===== src/design/avp_pkg.sv =====
// Shared types and constants for the average pooling unit.
package avp_pkg;

    // Configuration port widths and register fields
    localparam int CFG_INDEX_W = 2;
    localparam int FRAME_CFG_W = 11;
    localparam int POOL_CFG_W  = 4;
    localparam int CFG_DATA_W  = FRAME_CFG_W;

    // Configuration register indexes
    typedef enum logic [CFG_INDEX_W-1:0] {
        CFG_FRAME_WIDTH  = 2'd0,
        CFG_FRAME_HEIGHT = 2'd1,
        CFG_POOL_HEIGHT  = 2'd2,
        CFG_POOL_WIDTH   = 2'd3
    } avp_cfg_idx_t;

    // Per-item control flags passed from front to back
    typedef struct packed {
        logic first;      // first sample of a window: start a new partial sum
        logic last;       // last sample of a window: divide and emit
        logic frame_end;  // window is the last one of the frame
    } avp_flags_t;

endpackage


===== src/design/avp_fifo.sv =====
// Small register-based FIFO used between front and back and on the result side.
module avp_fifo
    import avp_pkg::*;
#(
    parameter int WIDTH = 8,
    parameter int DEPTH = 4
)
(
    input  logic             clk,
    input  logic             rst_n,
    input  logic             push,
    input  logic [WIDTH-1:0] data_in,
    output logic             full,
    input  logic             pop,
    output logic [WIDTH-1:0] data_out,
    output logic             empty
);

    localparam int PTR_W = (DEPTH > 1) ? $clog2(DEPTH) : 1;
    localparam int CNT_W = $clog2(DEPTH + 1);

    logic [WIDTH-1:0] store_reg [DEPTH];
    logic [PTR_W-1:0] wr_ptr_reg, wr_ptr_next;
    logic [PTR_W-1:0] rd_ptr_reg, rd_ptr_next;
    logic [CNT_W-1:0] count_reg, count_next;
    logic             do_push;
    logic             do_pop;

    assign full     = (count_reg == CNT_W'(DEPTH));
    assign empty    = (count_reg == '0);
    assign do_push  = push && !full;
    assign do_pop   = pop && !empty;
    assign data_out = store_reg[rd_ptr_reg];

    // Pointer and occupancy update
    always_comb
    begin
        wr_ptr_next = wr_ptr_reg;
        rd_ptr_next = rd_ptr_reg;
        count_next  = count_reg;
        if (do_push)
        begin
            wr_ptr_next = (wr_ptr_reg == PTR_W'(DEPTH - 1)) ? '0 : wr_ptr_reg + PTR_W'(1);
        end
        if (do_pop)
        begin
            rd_ptr_next = (rd_ptr_reg == PTR_W'(DEPTH - 1)) ? '0 : rd_ptr_reg + PTR_W'(1);
        end
        if (do_push && !do_pop)
        begin
            count_next = count_reg + CNT_W'(1);
        end
        else if (do_pop && !do_push)
        begin
            count_next = count_reg - CNT_W'(1);
        end
    end

    always_ff @(posedge clk or negedge rst_n)
    begin
        if (!rst_n)
        begin
            wr_ptr_reg <= '0;
            rd_ptr_reg <= '0;
            count_reg  <= '0;
        end
        else
        begin
            wr_ptr_reg <= wr_ptr_next;
            rd_ptr_reg <= rd_ptr_next;
            count_reg  <= count_next;
        end
    end

    // Storage, no reset needed
    always_ff @(posedge clk)
    begin
        if (do_push)
        begin
            store_reg[wr_ptr_reg] <= data_in;
        end
    end

endmodule


===== config.mk =====
export PLATFORM = sky130hd
export DESIGN_NAME = avp_fifo
export DESIGN_NICKNAME = d
export VERILOG_FILES = /design/src/design/avp_pkg.sv /design/src/design/avp_fifo.sv
export SDC_FILE = /design/constraint.sdc
export NUM_CORES = 1
export LEC_CHECK = 0
export ABC_AREA = 1
export BUFFER_PORTS_ARGS = -buffer_cell sky130_fd_sc_hd__buf_4
export CAP_MARGIN = 20
export CORE_MARGIN = 1
export CORE_UTILIZATION = 56
export CTS_CLUSTER_SIZE = 28
export DETAILED_ROUTE_END_ITERATION = 8
export GPL_TIMING_DRIVEN = 0
export PLACE_DENSITY_LB_ADDON = 0.2
export SETUP_SLACK_MARGIN = 0.02
export SYNTH_ARGS = -nofsm -noshare
export SYNTH_HDL_FRONTEND = slang
export SYNTH_SLANG_ARGS = --single-unit

===== constraint.sdc =====
create_clock -name clk -period 2.2 [get_ports clk]
set_input_delay 0.33 -clock clk [delete_from_list [all_inputs] [get_ports clk]]
set_output_delay 0.33 -clock clk [all_outputs]
set_load 0.1 [all_outputs]

* Word level (Yosys, flattened, before mapping) *
Memories as Yosys holds them, arrays and structs flattened.
Cells that the tools add are included.

word-level totals
  register bits after elaboration = 7
  bits in writable memories = 32
  output and inout bits = 10
  logic and storage cells = 27
  memories = 1

cells by class
  add/sub/neg operators = 4
  eq/ne operators = 3
  muxes and demuxes = 6
  reductions and logical operators = 10

memories
  memory     words  width  rd ports  clocked after memory_dff  write ports  line            text
  store_reg  4      8      1         0                         1            avp_fifo.sv:22  logic [WIDTH-1:0] store_reg [DEPTH];

operator list
  kind                                              number
  two-way mux 3 bit                                 2
  adder 2 x 1 -> 2 bit, second input constant       2
  equality test 2 bit, second input constant        2
  logical AND 1 bit                                 4
  zero test 1 bit                                   4
  two-way mux 2 bit                                 2
  adder 3 x 1 -> 3 bit, second input constant       1
  equality test 3 bit, second input constant        1
  zero test 3 bit                                   1
  subtractor 3 x 1 -> 3 bit, second input constant  1
  two-way mux 1 bit                                 2
  nonzero test 2 bit                                1

* Depth between registers and ports, before layout *
  depth in word-level cells = 7
  mapped depth = 12
  depth with buffers taken out = 12

* Worst setup path before layout *
Ideal clock, no wire load.

  kind = reg2out
  start = reg rd_ptr_reg[0]
  end = out data_out[0]
  arrival = 1.414 ns
  required time = 1.870 ns
  slack = 0.456 ns
  cell stages (with the launch flop) = 6
  buffers on the path = 2
  path through = dfrtp_1 -> buf_6 -> buf_6 -> nand2_1 -> o211ai_1 -> nand2_1

on the way
  word-level cells in the longest chain between the ends = 1

ends and longest elaborated chain
  element                 line            text
  from (decl)             avp_fifo.sv:24  logic [PTR_W-1:0] rd_ptr_reg, rd_ptr_next;
  from (signal assigned)  avp_fifo.sv:70  rd_ptr_reg <= rd_ptr_next;
  memory (4 x 8 bit)      n/a
  to (decl)               avp_fifo.sv:15  output logic [WIDTH-1:0] data_out,

No other way between the ends.

* Worst setup path in the final report *
  start = reg rd_ptr_reg[1]
  end = out data_out[3]

Same word-level chain as after synthesis.

==> out/metrics.cfg <==
[global_route]
antenna_found_initial = 0
grt_pass1_vias = 1172
track_usage = 0.230
grt_pass1_wl_um = 5350
grt_overflow = 0
grt_max_degree = 13

[synth]
synth_cell_types = 16
synth_top_area_cell = edfxtp_1
seq_area_frac_synth = 0.646
synth_area_per_cell_sq_um = 11.4
synth_top_area_frac = 0.546
ys_seq_elements = 39
netlist_instances = 154
syn_nets = 173
syn_area_sq_mm = 0.00176
yosysWarningCount = 0
ys_top_cells_by_area = edfxtp_1 55%, dfrtp_1 10%, nand2_1 8.1%

[clock_network]
cts.reportedPaths.clkPinSlew_ns = 0.12
clk_latency_ns = 0.35
cts-resized-gates = 0
post_cts_buffers = 0
cts_tree = built
clock_sinks = 39
cts_buffer_depth = 2
cts_buffers = 5
root_buffer = clkbuf_4
cts.htree.levels = 2

[sta]
min_period_ns = 2.00
worstMarginPinSlew_ns = 0.813
finalHoldViolations = 0
max_freq_ghz = 0.500
rsz0062_at_grt = no
finalSetupViolations = 0
fin_skew_ns = 0.0149
fin_setup_tns_ns = 0
drv_slew = 0
min_period_over_period = 0.909
maxSlewHeadroom = 0.456

[detailed_routing]
routedWlPerCell_um = 14.9
drt_iter0_drc = 46
post_drt_via_cell_ratio = 5.18
drc_errors = 3
drt-total-wl_um = 3380
dr_wl_met2_um = 1820
ant_nets = 0
dr.pass1.iters = 6
via_count = 1170
wirelength_met1_um = 1340
met3WireLength_um = 145
top_layer_used = met4

[placement]
placed_cell_area_sq_mm = 0.00197
placed_cells = 217
io_buffers = 21
hpwl_um = 2390
gp_congestion = 0.705

[cells_and_area]
largest_register_ffs = 32
fin_nets = 202
multi_input_area_sq_um = 447
fill_cells = 225
fin_util = 0.707
ff_latch_area_sq_mm = 0.00114
stdcell_count = 226
antenna_cells = 0
fin_area_sq_mm = 0.00203
layout-drive-gt1-share = 0.196
syn2layout_area_growth_pct = 15.6

[floorplanning]
core_sq_mm = 0.00288
rows = 19
io_pins = 22
initial_core_util = 0.612
die_area_sq_mm = 0.00337
die_w_um = 58.1
die_h_um = 58.1

[setup_path]
crit_path_start_kind = flop
critPathArrivalTime_ns = 1.67
crit_path_max_fanout = 10
end_kind = output pin
critPathRequiredTime_ns = 1.87
path_class = reg -> out
worstRegToRegCells = 11

[run_status]
violations = design-rule violations
status = complete, but fails checks

[min_path]
hold_path_depth = 1
hp-class = in -> reg

[job]
drv_cap = 0

-- path summary, 6_finish.rpt --
check,slack (ns),startpoint,to
setup / recovery,0.20,rd_ptr_reg[1],data_out[3]
hold / removal,0.17,data_in[5],store_reg[1][5]
setup reg to reg,0.23,count_reg[0],count_reg[2]
hold reg to reg,0.51,count_reg[2],count_reg[2]
max in group asynchronous,1.75,rst_n,count_reg[0]
min in group asynchronous,0.32,rst_n,count_reg[1]
-- layout by cell type (no fill, tap or decap) --
cell,count
nand2_1,38
edfxtp_1,32
inv_1,31
buf_4,21
o211ai_1,15
nand3_1,7
dfrtp_1,7
nor2_1,6
ha_1,6
buf_6,5
clkbuf_4,5
inv_2,1
nand2_2,1
o211ai_2,1
o21ai_0,1
xnor2_1,1
nand4_1,1
fa_1,1
clkinvlp_4,1
clkinv_2,1
clkbuf_1,1
dlygate4sd3_1,1
-- worst max-delay path, stage by stage (launching register included) --
cell and delay, ns:
dfrtp_1 0.42, buf_6 0.15, inv_1 0.23, o211ai_1 0.15
nand2_1 0.09, buf_4 0.28
-- cell type report --
cell class                 instances  share of cell area
sequential                        39               0.559
multi-input combinational         78               0.220
timing repair buffer              22              0.0825
inverter                          32              0.0591
buffer                             5              0.0277
tap                               42              0.0258
clock buffer                       6              0.0203
clock inverter                     2             0.00615
-- cell usage after synthesis (all sizes together) --
cell type / number
dfrtp: 7
o21ai: 1
edfxtp: 32
nand4: 1
ha: 6
buf: 5
fa: 1
nand3: 7
nor2: 6
o211ai: 16
xnor2: 1
inv: 32
nand2: 39
-- cells by family (layout without fill, tap and decap cells) --
kind of cell / Yosys count / after routing / share of synthesized area
compound gates: 17 / 17 / 0.0740
xor+xnor: 1 / 1 / 0.00498
fa+ha+maj: 7 / 7 / 0.0541
buf+inv: 37 / 67 / 0.100
flops: 39 / 39 / 0.646
simple gates: 53 / 53 / 0.121
-- layer usage --
layer	vias up	GRT usage
li1	563	-
met2	31	0.392
met5	-	0
met3	6	0.0714
met1	570	0.267
met4	0	0.102
-- stage by stage --
stage / hold WS [ns] / setup slack (ns)
floorplan: 0.0344 / 0.456
global placement: 0.146 / 0.403
detailed placement: 0.151 / 0.255
CTS: 0.162 / 0.179
global route: 0.156 / 0.0543
finish: 0.174 / 0.200
-- repair_timing --
action                                  CTS  global route
endpoints found under the setup margin    0             0
hold buffers                              1             0
hold endpoints to repair                  7             0
Power is not shown: default switching activity piles up to over one toggle a cycle in this logic, so the estimate is an artifact.
