<file path="src/design/avp_pkg.sv">
// Shared types and constants for the average pooling unit.
package avp_pkg;

    // Configuration port widths and register fields
    localparam int CFG_INDEX_W = 2;
    localparam int FRAME_CFG_W = 11;
    localparam int POOL_CFG_W  = 4;
    localparam int CFG_DATA_W  = FRAME_CFG_W;

    // Configuration register indexes
    typedef enum logic [CFG_INDEX_W-1:0] {
        CFG_FRAME_WIDTH  = 2'd0,
        CFG_FRAME_HEIGHT = 2'd1,
        CFG_POOL_HEIGHT  = 2'd2,
        CFG_POOL_WIDTH   = 2'd3
    } avp_cfg_idx_t;

    // Per-item control flags passed from front to back
    typedef struct packed {
        logic first;      // first sample of a window: start a new partial sum
        logic last;       // last sample of a window: divide and emit
        logic frame_end;  // window is the last one of the frame
    } avp_flags_t;

endpackage

</file>
<file path="src/design/avp_front.sv">
// Front end: configuration registers, raster position tracking and item classification.
module avp_front
    import avp_pkg::*;
#(
    parameter int MAX_FRAME_WIDTH  = 1024,
    parameter int MAX_FRAME_HEIGHT = 1024,
    parameter int MAX_POOL         = 8,
    parameter int ADDR_W           = 10,
    parameter int AREA_W           = 7
)
(
    input  logic                   clk,
    input  logic                   rst_n,
    input  logic                   cfg_write,
    input  logic [CFG_INDEX_W-1:0] cfg_index,
    input  logic [CFG_DATA_W-1:0]  cfg_data,
    input  logic                   accept,
    output logic                   emit,
    output avp_flags_t             flags,
    output logic [ADDR_W-1:0]      addr,
    output logic [AREA_W-1:0]      area
);

    localparam int FW_W  = $clog2(MAX_FRAME_WIDTH + 1);
    localparam int FH_W  = $clog2(MAX_FRAME_HEIGHT + 1);
    localparam int PC_W  = $clog2(MAX_POOL + 1);
    localparam int PW_W  = (MAX_POOL > 1) ? $clog2(MAX_POOL) : 1;
    localparam int WR_W  = (MAX_FRAME_HEIGHT > 1) ? $clog2(MAX_FRAME_HEIGHT) : 1;
    localparam int CB_W  = ADDR_W + PC_W + 1;
    localparam int RB_W  = WR_W + PC_W + 1;
    localparam int FW_RST = (28 > MAX_FRAME_WIDTH) ? MAX_FRAME_WIDTH : 28;
    localparam int FH_RST = (28 > MAX_FRAME_HEIGHT) ? MAX_FRAME_HEIGHT : 28;
    localparam int PL_RST = (2 > MAX_POOL) ? MAX_POOL : 2;

    // Clamped configuration
    logic [FW_W-1:0]   fw_reg;
    logic [FH_W-1:0]   fh_reg;
    logic [PC_W-1:0]   ph_reg;
    logic [PC_W-1:0]   pw_reg;

    // Raster position
    logic [PW_W-1:0]   ciw_reg, ciw_next;
    logic [ADDR_W-1:0] wc_reg, wc_next;
    logic [PW_W-1:0]   riw_reg, riw_next;
    logic [WR_W-1:0]   wr_reg, wr_next;

    logic [CB_W-1:0]   wbase, col;
    logic [RB_W-1:0]   rbase, row;
    logic              col_end, row_end, ciw_wrap, riw_wrap;
    logic              in_col, in_row, last_col, last_row;
    logic              col_at_last, row_at_last;
    logic [FRAME_CFG_W-1:0] frame_val;
    logic [POOL_CFG_W-1:0]  pool_val;
    logic [FW_W-1:0]   fw_clamp;
    logic [FH_W-1:0]   fh_clamp;
    logic [PC_W-1:0]   pool_clamp;

    // Clamp incoming register values
    always_comb
    begin
        frame_val = cfg_data[FRAME_CFG_W-1:0];
        pool_val  = cfg_data[POOL_CFG_W-1:0];
        if (frame_val == '0)
            fw_clamp = FW_W'(1);
        else if (frame_val > MAX_FRAME_WIDTH)
            fw_clamp = FW_W'(MAX_FRAME_WIDTH);
        else
            fw_clamp = FW_W'(frame_val);
        if (frame_val == '0)
            fh_clamp = FH_W'(1);
        else if (frame_val > MAX_FRAME_HEIGHT)
            fh_clamp = FH_W'(MAX_FRAME_HEIGHT);
        else
            fh_clamp = FH_W'(frame_val);
        if (pool_val == '0)
            pool_clamp = PC_W'(1);
        else if (pool_val > MAX_POOL)
            pool_clamp = PC_W'(MAX_POOL);
        else
            pool_clamp = PC_W'(pool_val);
    end

    always_ff @(posedge clk or negedge rst_n)
    begin
        if (!rst_n)
        begin
            fw_reg <= FW_W'(FW_RST);
            fh_reg <= FH_W'(FH_RST);
            ph_reg <= PC_W'(PL_RST);
            pw_reg <= PC_W'(PL_RST);
        end
        else if (cfg_write)
        begin
            unique case (avp_cfg_idx_t'(cfg_index))
                CFG_FRAME_WIDTH:  fw_reg <= fw_clamp;
                CFG_FRAME_HEIGHT: fh_reg <= fh_clamp;
                CFG_POOL_HEIGHT:  ph_reg <= pool_clamp;
                CFG_POOL_WIDTH:   pw_reg <= pool_clamp;
            endcase
        end
    end

    // Column geometry: window start, whole-window and last-window checks
    assign wbase    = CB_W'(wc_reg) * CB_W'(pw_reg);
    assign col      = wbase + CB_W'(ciw_reg);
    assign col_end  = (col + CB_W'(1)) >= CB_W'(fw_reg);
    assign ciw_wrap = (CB_W'(ciw_reg) + CB_W'(1)) >= CB_W'(pw_reg);
    assign in_col   = (wbase + CB_W'(pw_reg)) <= CB_W'(fw_reg);
    assign last_col = (wbase + CB_W'(pw_reg) + CB_W'(pw_reg)) > CB_W'(fw_reg);
    assign col_at_last = (CB_W'(ciw_reg) + CB_W'(1)) == CB_W'(pw_reg);

    // Row geometry
    assign rbase    = RB_W'(wr_reg) * RB_W'(ph_reg);
    assign row      = rbase + RB_W'(riw_reg);
    assign row_end  = (row + RB_W'(1)) >= RB_W'(fh_reg);
    assign riw_wrap = (RB_W'(riw_reg) + RB_W'(1)) >= RB_W'(ph_reg);
    assign in_row   = (rbase + RB_W'(ph_reg)) <= RB_W'(fh_reg);
    assign last_row = (rbase + RB_W'(ph_reg) + RB_W'(ph_reg)) > RB_W'(fh_reg);
    assign row_at_last = (RB_W'(riw_reg) + RB_W'(1)) == RB_W'(ph_reg);

    // Classification of the current item
    assign emit            = accept && in_col && in_row;
    assign flags.first     = (ciw_reg == '0) && (riw_reg == '0);
    assign flags.last      = col_at_last && row_at_last;
    assign flags.frame_end = last_col && last_row;
    assign addr            = wc_reg;
    assign area            = AREA_W'(ph_reg) * AREA_W'(pw_reg);

    // Raster position advance
    always_comb
    begin
        ciw_next = ciw_reg;
        wc_next  = wc_reg;
        riw_next = riw_reg;
        wr_next  = wr_reg;
        priority if (col_end)
        begin
            ciw_next = '0;
            wc_next  = '0;
            priority if (row_end)
            begin
                riw_next = '0;
                wr_next  = '0;
            end
            else if (riw_wrap)
            begin
                riw_next = '0;
                wr_next  = wr_reg + WR_W'(1);
            end
            else
            begin
                riw_next = riw_reg + PW_W'(1);
            end
        end
        else if (ciw_wrap)
        begin
            ciw_next = '0;
            wc_next  = wc_reg + ADDR_W'(1);
        end
        else
        begin
            ciw_next = ciw_reg + PW_W'(1);
        end
    end

    always_ff @(posedge clk or negedge rst_n)
    begin
        if (!rst_n)
        begin
            ciw_reg <= '0;
            wc_reg  <= '0;
            riw_reg <= '0;
            wr_reg  <= '0;
        end
        else if (accept)
        begin
            ciw_reg <= ciw_next;
            wc_reg  <= wc_next;
            riw_reg <= riw_next;
            wr_reg  <= wr_next;
        end
    end

endmodule

</file>
<file path="config.mk">
export PLATFORM = sky130hd
export DESIGN_NAME = avp_front
export DESIGN_NICKNAME = d
export VERILOG_FILES = /design/src/design/avp_pkg.sv /design/src/design/avp_front.sv
export SDC_FILE = /design/constraint.sdc
export NUM_CORES = 1
export LEC_CHECK = 0
export BUFFER_PORTS_ARGS = -buffer_cell sky130_fd_sc_hd__buf_2
export CAP_MARGIN = 25
export CORE_ASPECT_RATIO = 1.1
export CORE_MARGIN = 8
export CORE_UTILIZATION = 65
export CTS_BUF_LIST = sky130_fd_sc_hd__clkbuf_4 sky130_fd_sc_hd__clkbuf_8
export CTS_CLUSTER_SIZE = 24
export DETAILED_ROUTE_END_ITERATION = 12
export HOLD_SLACK_MARGIN = 0.08
export PLACE_DENSITY = 0.82
export SYNTH_ARGS = -nofsm -noshare
export SYNTH_HDL_FRONTEND = slang
export SYNTH_SLANG_ARGS = --single-unit
</file>
<file path="constraint.sdc">
create_clock -name clk -period 12.81 [get_ports clk]
set_input_delay 1.281 -clock clk [delete_from_list [all_inputs] [get_ports clk]]
set_output_delay 1.281 -clock clk [all_outputs]
set_load 0.005 [all_outputs]
</file>
Word level (Yosys, flattened, before mapping) --
Cells that the tools add are included.
Word-level totals: register bits 56, output and inout port bits 21, logic and storage cells 71
Operators by class: add/subtract/negate cells 14, $mul 3, magnitude comparators 10, equal/unequal tests 5, multiplexer cells 12, reductions and logical operators 19
Operators with widths (count):
- $mux 10 | 4
- $add 14x3->15 | 2
- $add 14x4->15 | 2
- $add 15x1->15 const B | 2
- $add 15x4->15 | 2
- $ge 15x11->1 | 2
- $ge 15x4->1 | 2
- $gt 15x11->1 | 2
- $le 15x11->1 | 2
- $mul 10x4->14 | 2
- $mux 11 | 2
- $add 10x1->10 const B | 2
- $mux 3 | 4
- $reduce_and 2->1 | 6
- $gt 11x11->1 const B | 1
- $logic_not 11->1 | 1
- $add 3x1->4 const B | 2
- $eq 4x4->1 | 2
- $mux 4 | 2
- $mul 4x4->7 | 1
- $add 3x1->3 const B | 2
- $logic_not 3->1 | 2
- $logic_and 1x1->1 | 5
- $eq 2x2->1 const B | 2
- 6 further kinds | 7

Longest topological paths before layout --
word-level depth 6, depth in mapped cells 25, gate-level depth less buffers 22

Worst setup path before layout --
Ideal clock, no wire load.
path kind register to output, from register ph_reg[1], to output port flags[0] (netlist bit), arrival 5269 ps, data required time 11529 ps, setup slack 6260 ps, stages on the path, launching flop included 20, path buffers 1, cell sequence dfstp_2 clkbuf_1 and2_1 fa_1 fa_1 fa_1 ha_1 a21boi_0 o21a_1 xor2_1 nand3_1 nor3b_1 xor2_1 ha_1 a21o_1 a21o_1 a21oi_1 o21a_1 o211ai_1 o21a_1
RTL lines:
- start, declared | line avp_front.sv:38 | logic [PC_W-1:0] ph_reg;
- start signal, assigned | line avp_front.sv:89 | ph_reg <= PC_W'(PL_RST);
- start signal, assigned | line avp_front.sv:97 | CFG_POOL_HEIGHT: ph_reg <= pool_clamp;
- end, declared | line avp_front.sv:19 | output avp_flags_t flags,

==> reports/results.tsv <==
stage	metric	value	unit
detailed_routing	remaining_drc_errors	0	
worst_setup_path	critPathCaptureType	primary output	
place	io_buffer_count	37	
worst_setup_path	crit_cells	19	
floorplan	design.core.area	13800	sq um
place	place_ws	5.75	ns
pwr	p_per_area	151	nW/um^2
clock_tree	cts_resized	0	
global_route	grt_overflow	0	
sta	grt_setup_unrepaired	no	
floorplan	die_area	18200	sq um
place	dp_hpwl	17700	um
worst_setup_path	worst_ep_arrival_time	6.24	ns
detailed_routing	wl_per_cell	16.7	um
floorplan	dieWidth	129	um
worst_setup_path	path_class	flip-flop to primary output	
detailed_routing	finalWirelength	21800	um
logic_synthesis	ys.flop_type	dfrtp_1	
cells_and_area	diodes	0	
detailed_routing	vias	7948	
logic_synthesis	ys_warn_count	0	
logic_synthesis	syn-num-nets	1303	
worst_setup_path	reg2reg_slack	6.10	ns
cells_and_area	nFillCells	1131	
pwr	max-vdd-ir-drop	0.123	mV
global_route	grt_pass1_wl	37600	um
sta	fin_crit	7.52	ns
sta	setup_ws	5.29	ns
outcome	outcome	finished clean	
detailed_routing	viasPerCell	6.10	
cells_and_area	nets	1317	
clock_tree	holdBufCountCts	0	
cells_and_area	instances_no_fill	1303	
worst_setup_path	startpoint_type	flip-flop	
cells_and_area	final_layout_size_suffix_gt1_share	7.71	%
logic_synthesis	synth-edff-count	0	
logic_synthesis	syn_inst	1100	
worst_setup_path	r2r-end	wr_reg[7]	
sta	setup_viol	0	
clock_tree	numClockSinks	56	
place	gp_congestion	0.920	
clock_tree	clockBufferDepth	2	
clock_tree	root_buffer	clkbuf_8	
logic_synthesis	synth-async-reset-ratio	100	%
clock_tree	htree_levels	2	
worst_setup_path	cp-endpoint	flags[0]	
global_route	grtUsageTotal	25.0	%
detailed_routing	drt_first_iter_violations	495	
pwr	leakagePower	4.86	nW
logic_synthesis	syn_area_per_cell	8.35	sq um
worst_setup_path	crit_buf_inv	1	
global_route	grt_pass1_vias	7930	
floorplan	die_y	141	um
logic_synthesis	synth.yosys.seq_area_share	15.4	%
worst_setup_path	max_stage_delay	0.66	ns
global_route	antenna_found_initial	0	
pwr	total_power	1.45	mW
global_route	grt_max_degree	57	
job	drv_cap	0	
worst_setup_path	r2r_start	pw_reg[3]	
logic_synthesis	synth-seq-cells	56	
sta	finalClockSkew	0.0113	ns
detailed_routing	firstDrtPassIters	5	
worst_setup_path	crit_path_start	pw_reg[3]	
clock_tree	numCtsBuffers	5	
cells_and_area	fin_util	69.4	%
sta	tightest_slew	0.792	ns
worst_setup_path	path_max_fanout	14	
worst_setup_path	cpMostUsedCell	fa_1	
place	dp.cells	1295	
clock_tree	clk_pin_slew_worst_paths	0.10	ns
sta	slew_headroom	46.7	%
sta	max_freq	0.133	GHz
worst_setup_path	critical-path-top-delay-family	adder cells	
clock_tree	clock_latency	0.34	ns
floorplan	io_pins	38	
clock_tree	cts_tree	done	
worst_setup_path	crit_required	11.53	ns
sta	post-route-period-util	58.7	%
detailed_routing	final_antenna_net_count	0	
logic_synthesis	netlist_area	9180	sq um
worst_setup_path	cpMaxStageDelayCell	dfrtp_1	
clock_tree	cts_setup_buffers	0	
sta	final_hold_viol_count	0	
cells_and_area	syn_to_final_growth	4.25	%
floorplan	row_count	45	
worst_setup_path	r2r_cells	19	
sta	fin_tns_setup	0	ns
sta	slew_viol_final	0	
floorplan	start_util	66.5	%
hold_path	holdCritPathClass	flip-flop to flip-flop	
worst_setup_path	cp_cell_sequence	and2_1 > fa_1 > fa_1 > fa_1 > ha_1 > o21ai_0 > a2111oi_2 > xor2_1 > nand2_1 > nor3_1 > xor2_1 > ha_1 > a21o_1 > a21o_1 > a21oi_1 > o21a_1 > o211ai_1 > o21a_1 > buf_2	
logic_synthesis	ys_types	83	
## metal layers
layer  global-route usage (%)  part of all wire, %  vias to the layer above
met5                        0                    0                        -
met4                     6.44                  1.5                        0
met3                     4.41                  5.7                       29
met2                     40.4                   45                      205
met1                     33.5                   47                     3832
li1                         -                    -                     3882
## per-stage QoR
stage	hold WS, ns	area [sq um]
floorplan	0.450	9180
detailed placement	0.472	9460
global placement	0.464	9460
finish	0.486	9570
CTS	0.486	9570
global route	0.513	9570
## worst min path at each step
stage               slack, ns   endpoint  depth (start not counted)       from
detailed placement       0.47  fh_reg[5]                          2  fh_reg[5]
finish                   0.49  fw_reg[2]                          2  fw_reg[2]
global placement         0.46  fh_reg[8]                          2  fh_reg[8]
global route             0.51  fh_reg[5]                          2  fh_reg[5]
CTS                      0.49  fw_reg[2]                          2  fw_reg[2]
floorplan                0.45  fh_reg[1]                          2  fh_reg[1]
## worst min-delay path: cells and delay by family, from the launching register on
family             cells  cell delay (ns)
DFF                    1             0.38
AOI/OAI and AO/OA      1             0.06
and+or+nand+nor        1             0.04
## synthesized netlist by cell type, types with 4 or more instances
| cell | instances | area (sq um) |
|---|---|---|
| xnor2_1 | 42 | 368 |
| xor2_1 | 37 | 324 |
| fa_1 | 42 | 841 |
| o21a_1 | 18 | 135 |
| dfrtp_1 | 48 | 1200 |
| and3_1 | 14 | 87.6 |
| inv_1 | 108 | 405 |
| a21oi_1 | 41 | 205 |
| nor3_1 | 14 | 70.1 |
| nor2b_1 | 15 | 93.8 |
| ha_1 | 144 | 1800 |
| nand2b_1 | 30 | 188 |
| nand2_1 | 119 | 447 |
| nor4_1 | 7 | 43.8 |
| nand4_1 | 23 | 144 |
| nand3_1 | 34 | 170 |
| clkbuf_1 | 22 | 82.6 |
| and2_1 | 62 | 388 |
| buf_2 | 5 | 25.0 |
| o211ai_1 | 7 | 52.6 |
| dfstp_2 | 8 | 210 |
| a21o_1 | 32 | 240 |
| o21ai_0 | 60 | 300 |
| o31ai_1 | 6 | 45.0 |
| a22o_1 | 6 | 52.6 |
| a311o_1 | 4 | 40.0 |
| nor2_1 | 40 | 150 |
| mux2i_1 | 5 | 50.1 |
| mux2_2 | 8 | 90.1 |
| a211oi_1 | 11 | 82.6 |
## cells by family (layout without fill, tap and decap cells)
| kind of cell | Yosys count | in the layout | share of synthesized area, % |
|---|---|---|---|
| AO/OA/AOI/OAI | 233 | 233 | 17.7 |
| buffers and inverters | 139 | 154 | 6.04 |
| AND/OR/NAND/NOR | 392 | 392 | 22.7 |
| adder cells (fa/ha/maj) | 186 | 186 | 28.8 |
| multiplexers | 14 | 14 | 1.65 |
| XOR/XNOR | 80 | 80 | 7.71 |
| flip-flops | 56 | 56 | 15.4 |
## where the power goes
part	internal, mW	switching (mW)
combinational	0.448	0.595
sequential	0.212	0.0707
clock	0.0580	0.0655
total	0.719	0.731
## cell type report
| type | instances | area [sq um] | area share, % |
|---|---|---|---|
| Timing Repair Buffer | 38 | 193 | 2.01 |
| Sequential cell | 56 | 1410 | 14.7 |
| Multi-Input combinational cell | 905 | 7210 | 75.4 |
| Clock inverter | 3 | 42.5 | 0.445 |
| Clock buffer | 5 | 68.8 | 0.719 |
| Inverter | 108 | 405 | 4.24 |
| Tap cell | 188 | 235 | 2.46 |
## cell usage in the layout (no fill, tap or decap), drive strengths merged, types with 4 or more instances in the layout
| cell | count |
|---|---|
| o211ai | 9 |
| a21oi | 42 |
| a311o | 4 |
| nor2 | 44 |
| o41ai | 4 |
| o21ai | 63 |
| mux2i | 5 |
| o21a | 18 |
| ha | 144 |
| a211oi | 12 |
| clkbuf | 5 |
| nor2b | 15 |
| nor4 | 9 |
| dfrtp | 48 |
| and2 | 62 |
| inv | 108 |
| nor3 | 14 |
| nand2b | 30 |
| a21o | 32 |
| fa | 42 |
| dfstp | 8 |
| mux2 | 9 |
| xnor2 | 43 |
| a22o | 6 |
| nand2 | 120 |
| nand4 | 24 |
| a2111oi | 5 |
| buf | 38 |
| nand3 | 34 |
| o31ai | 6 |
| and3 | 15 |
| xor2 | 37 |
No activity file was read; power rests on OpenSTA's default activity.
